==> src/sv/rba_pkg.sv <==
`default_nettype none
package rba_pkg;

  localparam int TableEntriesDefault = 64;
  localparam int PageShiftDefault    = 12;

  localparam logic [1:0] OP_APPEND = 2'd0;
  localparam logic [1:0] OP_ALLOC  = 2'd1;
  localparam logic [1:0] OP_UPDATE = 2'd2;
  localparam logic [1:0] OP_READ   = 2'd3;

  localparam logic [1:0] ST_OK    = 2'd0;
  localparam logic [1:0] ST_NONE  = 2'd1;
  localparam logic [1:0] ST_FULL  = 2'd2;
  localparam logic [1:0] ST_RANGE = 2'd3;

  localparam logic [1:0] REG_LOW_LIMIT  = 2'd0;
  localparam logic [1:0] REG_HIGH_LIMIT = 2'd1;
  localparam logic [1:0] REG_AVAIL_KIND = 2'd2;
  localparam logic [1:0] REG_CLAIM_KIND = 2'd3;

  localparam logic [31:0] LowLimitReset  = 32'h0010_0000;
  localparam logic [31:0] HighLimitReset = 32'hFFFF_FFFF;
  localparam logic [3:0]  AvailKindReset = 4'd1;
  localparam logic [3:0]  ClaimKindReset = 4'd7;

  typedef struct packed {
    logic [63:0] base;
    logic [63:0] length;
    logic [3:0]  kind;
  } entry_t;

  typedef enum logic [3:0] {
    CMD_NONE,
    CMD_LATCH,
    CMD_APPEND,
    CMD_RD_IDX,
    CMD_RD_ACT,
    CMD_CAP_READ,
    CMD_BUMP,
    CMD_CLAIM,
    CMD_SCAN_START,
    CMD_SCAN_STEP,
    CMD_SCAN_COMMIT,
    CMD_SPLIT_START,
    CMD_SHIFT,
    CMD_SPLIT_HI,
    CMD_SPLIT_LO,
    CMD_LOAD_OUT
  } cmd_t;

  typedef struct packed {
    cmd_t       cmd;
    logic       set_status;
    logic [1:0] status_code;
  } ctl_t;

  typedef struct packed {
    logic [1:0] op;
    logic       full;
    logic       active_ok;
    logic       idx_ok;
    logic       fits;
    logic       total_zero;
    logic       scan_last;
    logic       found;
    logic       shift_none;
    logic       shift_last;
    logic       out_free;
  } sts_t;

endpackage
`default_nettype wire

==> src/sv/rba_ctrl.sv <==
`default_nettype none
module rba_ctrl (
  input  wire              clk,
  input  wire              rst,
  input  wire              in_valid,
  output logic             in_ready,
  input  rba_pkg::sts_t    sts,
  output rba_pkg::ctl_t    ctl
);

  typedef enum logic [12:0] {
    S_IDLE    = 13'b0000000000001,
    S_DISP    = 13'b0000000000010,
    S_RDWAIT  = 13'b0000000000100,
    S_FIT     = 13'b0000000001000,
    S_SCAN0   = 13'b0000000010000,
    S_SCAN    = 13'b0000000100000,
    S_SCANEND = 13'b0000001000000,
    S_SPLITRD = 13'b0000010000000,
    S_SHIFT   = 13'b0000100000000,
    S_SPLITHI = 13'b0001000000000,
    S_SPLITLO = 13'b0010000000000,
    S_DONE    = 13'b0100000000000,
    S_SPARE   = 13'b1000000000000
  } state_t;

  state_t state, state_next;

  always_ff @(posedge clk) begin
    if (rst) begin
      state <= S_IDLE;
    end else begin
      state <= state_next;
    end
  end

  always_comb begin
    state_next = state;
    ctl = '{cmd: rba_pkg::CMD_NONE, set_status: 1'b0, status_code: rba_pkg::ST_OK};
    in_ready = 1'b0;
    case (state)
      S_IDLE: begin
        in_ready = 1'b1;
        if (in_valid) begin
          ctl.cmd = rba_pkg::CMD_LATCH;
          state_next = S_DISP;
        end
      end
      S_DISP: begin
        case (sts.op)
          rba_pkg::OP_APPEND: begin
            if (sts.full) begin
              ctl.set_status = 1'b1;
              ctl.status_code = rba_pkg::ST_FULL;
            end else begin
              ctl.cmd = rba_pkg::CMD_APPEND;
            end
            state_next = S_DONE;
          end
          rba_pkg::OP_READ: begin
            if (!sts.idx_ok) begin
              ctl.set_status = 1'b1;
              ctl.status_code = rba_pkg::ST_RANGE;
              state_next = S_DONE;
            end else begin
              ctl.cmd = rba_pkg::CMD_RD_IDX;
              state_next = S_RDWAIT;
            end
          end
          rba_pkg::OP_ALLOC: begin
            if (sts.active_ok) begin
              ctl.cmd = rba_pkg::CMD_RD_ACT;
              state_next = S_FIT;
            end else begin
              state_next = S_SCAN0;
            end
          end
          default: begin
            if (!sts.active_ok) begin
              state_next = S_SCAN0;
            end else if (sts.full) begin
              ctl.set_status = 1'b1;
              ctl.status_code = rba_pkg::ST_FULL;
              state_next = S_DONE;
            end else begin
              ctl.cmd = rba_pkg::CMD_RD_ACT;
              state_next = S_SPLITRD;
            end
          end
        endcase
      end
      S_RDWAIT: begin
        ctl.cmd = rba_pkg::CMD_CAP_READ;
        state_next = S_DONE;
      end
      S_FIT: begin
        if (sts.fits) begin
          ctl.cmd = rba_pkg::CMD_BUMP;
          state_next = S_DONE;
        end else begin
          ctl.cmd = rba_pkg::CMD_CLAIM;
          state_next = S_SCAN0;
        end
      end
      S_SCAN0: begin
        ctl.cmd = rba_pkg::CMD_SCAN_START;
        state_next = sts.total_zero ? S_SCANEND : S_SCAN;
      end
      S_SCAN: begin
        ctl.cmd = rba_pkg::CMD_SCAN_STEP;
        if (sts.scan_last) begin
          state_next = S_SCANEND;
        end
      end
      S_SCANEND: begin
        if (sts.found) begin
          ctl.cmd = rba_pkg::CMD_SCAN_COMMIT;
        end else begin
          ctl.set_status = 1'b1;
          ctl.status_code = rba_pkg::ST_NONE;
        end
        state_next = S_DONE;
      end
      S_SPLITRD: begin
        ctl.cmd = rba_pkg::CMD_SPLIT_START;
        state_next = sts.shift_none ? S_SPLITHI : S_SHIFT;
      end
      S_SHIFT: begin
        ctl.cmd = rba_pkg::CMD_SHIFT;
        if (sts.shift_last) begin
          state_next = S_SPLITHI;
        end
      end
      S_SPLITHI: begin
        ctl.cmd = rba_pkg::CMD_SPLIT_HI;
        state_next = S_SPLITLO;
      end
      S_SPLITLO: begin
        ctl.cmd = rba_pkg::CMD_SPLIT_LO;
        state_next = S_DONE;
      end
      S_DONE: begin
        if (sts.out_free) begin
          ctl.cmd = rba_pkg::CMD_LOAD_OUT;
          state_next = S_IDLE;
        end
      end
      default: begin
        state_next = S_IDLE;
      end
    endcase
  end

endmodule
`default_nettype wire

==> config.mk <==
export PLATFORM = sky130hd
export DESIGN_NAME = rba_ctrl
export DESIGN_NICKNAME = d
export VERILOG_FILES = /design/src/sv/rba_pkg.sv /design/src/sv/rba_ctrl.sv
export SDC_FILE = /design/constraint.sdc
export NUM_CORES = 1
export LEC_CHECK = 0
export ABC_AREA = 1
export BUFFER_PORTS_ARGS = -buffer_cell sky130_fd_sc_hd__buf_2
export CAP_MARGIN = 20
export CELL_PAD_IN_SITES_DETAIL_PLACEMENT = 1
export CELL_PAD_IN_SITES_GLOBAL_PLACEMENT = 2
export CORE_ASPECT_RATIO = 1.1
export CORE_UTILIZATION = 25
export CTS_CLUSTER_SIZE = 16
export DETAILED_ROUTE_END_ITERATION = 7
export GPL_ROUTABILITY_DRIVEN = 1
export PLACE_DENSITY = 0.78
export SLEW_MARGIN = 10
export SYNTH_ARGS = -nofsm -noshare
export SYNTH_HDL_FRONTEND = slang
export SYNTH_SLANG_ARGS = --single-unit
==> constraint.sdc <==
create_clock -name clk -period 1.3 [get_ports clk]
set_input_delay 0.065 -clock clk [delete_from_list [all_inputs] [get_ports clk]]
set_output_delay 0.065 -clock clk [all_outputs]
set_load 0.01 [all_outputs]
==> results by group <==
Pwr
  – Fraction of power spent switching nets: between 30% and 40%
  – Power share of the sequential group: 27.7%
  – Static power due to leakage: 0.963 nW
  – Net switching power: 0.547 mW
  – Total power divided by cell area: 801 nW/µm²
  – Peak supply drop: just over 0.3 mV
  – Power Internal: around 0.88 mW
  – Clock share of power: 24.8%
  – Combinational group share of total power: a little under half

Logic synthesis
  – Post-Syn Area per Cell: 5.96 µm²
  – Nets in the synthesized netlist: 198
  – Seq cells post-synth: 12
  – Post-synthesis sequential area ratio: 22.0%
  – Syn Std Cell Area: 1090 µm²
  – Distinct cell type count of the synthesized netlist: 22
  – Synth warn: 0
  – Mapped Cells: about 180

GRT
  – Number of global-route vias before repair: 1,308
  – Aggregate global-route resource usage: 17.0%
  – Global route total overflow: 0
  – Antenna violations before repair: 0
  – Global-route wire length before repair: 5.99 mm
  – Maximum number of pins on one net before global-route repair: 9

Route
  – Routed wire length: 3.77 mm
  – Number of vias in the routed layout: ~1,300
  – First-pass detailed-route iteration total: 2
  – Initial detailed-routing violation count: 21
  – Avg Vias per Cell: roughly 4.6
  – WL/cell: 13.1 µm
  – Number of nets still failing antenna checks after routing: 0
  – DRC violations left: 0

Placed design
  – Number of port buffers: 22
  – DP Worst Slack: -0.254 ns
  – Total half-perimeter wirelength after legalization and detailed placement: 2.77 mm
  – Cell total after placement: 269
  – Post-placement cell area: around 1400 µm²
  – Weighted congestion reported at the end of routability-driven placement: 0.775

Layout
  – Biggest regs: state: 12 flops
  – Area taken by flip-flops and latches: ~260 µm²
  – Layout overhead on the synthesized area: 63.9%
  – Max FFs per register: 12
  – Total number of nets in the final design: 252
  – Final Util: 43.8%
  – Number of standard cells in the final layout excluding fillers: 287
  – Register name with the most flops: state
  – Antenna diode count: 0
  – Proportion of layout cells with a drive suffix above 1: 51.5%
  – Post-route design area: 1790 µm²
  – Area of the multi-input gates: around 900 µm²
  – Fillers: 549

Timing
  – Min cycle time layout: 1.66 ns
  – Hold Fails Final Rpt: 0
  – Post-route setup slack: -0.364 ns
  – Max-slew headroom at the worst pin: 77.9%
  – Maximum clock frequency: 601 MHz
  – Least-Margin Pin Slew: ~0.33 ns
  – Final setup violation count: 19
  – Unrepaired setup endpoints after global routing: yes
  – Post-route clock skew: 0.00503 ns
  – Number of slew-limit violations in the final report: 0
  – Ratio of final minimum period to clock period: 128%

Min path
  – Worst hold path class: in2reg

Worst setup path
  – Arr. time, crit path: ~1.6 ns
  – Largest fanout on the critical path: 5
  – Endpoint required time on the critical path: 1.24 ns
  – Kind of end point of the critical path: output port
  – Class of the most critical setup path: reg2out
  – Critical Path Start Type: flop

Floorplanning
  – Effective utilization at floorplan: a little over a quarter
  – Std cell rows: 24
  – Top-level port count: 23
  – Area of the placeable core: slightly above 4000 µm²
  – Die boundary width: 65.0 µm
  – Height of the chip: 71.2 µm
  – Die area: 4630 µm²

CTS
  – Number of levels the H-tree was split into: 1
  – Worst skew pair latency: about 0.25 ns
  – Post-CTS Hold Fix Bufs: 0
  – CTS Root Buffer Type: clkbuf_8
  – Max Root-Sink Buffers: 2
  – Number of buffers added by the clock tree synthesis step: 3
  – Worst-path clk slew: roughly 0.06 ns
  – Clock Sinks: 12
  – CTS tree: yes

Run status
  – Status: finished with violations
  – Violated checks: negative setup slack

Flow run
  – Max-cap viol count: 0
## worst paths after layout
kind	from	slack (ns)	endpoint	cells after the start
min reg2reg	state[4]$_SDFFE_PP0P_	0.75	state[5]$_SDFFE_PP0P_	5
max	state[8]$_SDFFE_PP0P_	-0.36	ctl[0]	7
max reg2reg	state[8]$_SDFFE_PP0P_	-0.35	state[0]$_SDFFE_PP1P_	12
min	rst	0.07	state[8]$_SDFFE_PP0P_	2
## cell families after synthesis
logic type	after synthesis	share of synthesized area, %
AND/OR/NAND/NOR	122	59.1
buffers and inverters	37	12.7
flip-flops	12	22.0
AO/OA/AOI/OAI	12	6.08
## Yosys cell counts
| library cell | count | area (µm²) |
|---|---|---|
| nand3b_1 | 3 | 22.5 |
| nor2_2 | 5 | 31.3 |
| nor2_4 | 2 | 22.5 |
| inv_2 | 1 | 3.75 |
| o21ai_0 | 4 | 20.0 |
| nor3_1 | 5 | 25.0 |
| o21ai_1 | 3 | 15.0 |
| a21oi_2 | 1 | 8.76 |
| dfxtp_1 | 12 | 240 |
| nand4_1 | 1 | 6.26 |
| o31ai_1 | 1 | 7.51 |
| or2_1 | 2 | 12.5 |
| nor3_2 | 3 | 30.0 |
| nor2_8 | 3 | 60.1 |
| nand3_1 | 20 | 100 |
| inv_1 | 36 | 135 |
| nand3_2 | 1 | 10.0 |
| nand2_4 | 4 | 45.0 |
| a21oi_1 | 3 | 15.0 |
| nand2_2 | 2 | 12.5 |
| nand2_1 | 45 | 169 |
| nor2_1 | 26 | 97.6 |
## layer usage
layer	GRT usage [%]	routed length, µm	up-vias
li1	-	-	673
met1	21.0	1610	614
met2	29.9	2010	22
met3	2.87	102	4
met4	5.19	43	0
met5	0	0	-
## stage by stage
step | setup TNS, ns | total power [mW] | hold WS, ns
after floorplan | 0 | 0.687 | 0.127
after global placement | -1.69 | 0.854 | 0.344
after detailed placement | -1.92 | 0.856 | 0.341
after CTS | -2.50 | 1.26 | 0.0689
after global routing | -5.95 | 1.52 | 0.0872
final | -4.18 | 1.43 | 0.0744
## placed cells by master, fill, tap and decap left out
cell and count:
inv_1 36, nand2_1 34, buf_2 21, nor2_1 17
buf_4 15, buf_6 12, nand2_2 11, nand3_1 10
nor2_2 9, nor2_4 8, nand3_2 7, dfxtp_2 7
nand2_4 6, nand3_4 4, nor3_1 4, dfxtp_4 4
nor2_8 3, nand3b_1 3, o21ai_2 3, clkbuf_8 3
nor3_4 2, a21oi_1 2, nor3_2 2, o21ai_1 2
or2_1 2, a21oi_2 2, o21ai_0 2, inv_2 1
o31ai_2 1, nand4_1 1, dfxtp_1 1
## cell type report
| cell class | count | area share, % |
|---|---|---|
| inverter | 37 | 7.77 |
| multi-input combinational | 135 | 51.8 |
| tap | 52 | 3.64 |
| clock buffer | 3 | 2.31 |
| timing repair buffer | 48 | 19.7 |
| sequential | 12 | 14.8 |
## power groups by stage
stage                     logic (mW)  clock network [mW]  registers (mW)
after CTS                      0.496               0.368           0.401
after global placement         0.447                   0           0.407
after detailed placement       0.448                   0           0.408
after floorplan                0.280                   0           0.407
after global routing           0.733               0.393           0.398
final                          0.680               0.356           0.396
## critical path, cell delays in order (launching register included)
cell and delay [ns]:
dfxtp_2 0.34, nor2_4 0.13, nand2_4 0.12, nor2_8 0.19
nand2_2 0.10, buf_6 0.14, o31ai_2 0.16, buf_2 0.16
## timing repair
item	4_1_cts	5_1_grt
resized for setup	19	60
gates cloned	1	0
setup buffers	3	12
pin swaps	6	16
endpoints found under the setup margin	19	20
Power figures use the tool's default switching activity.
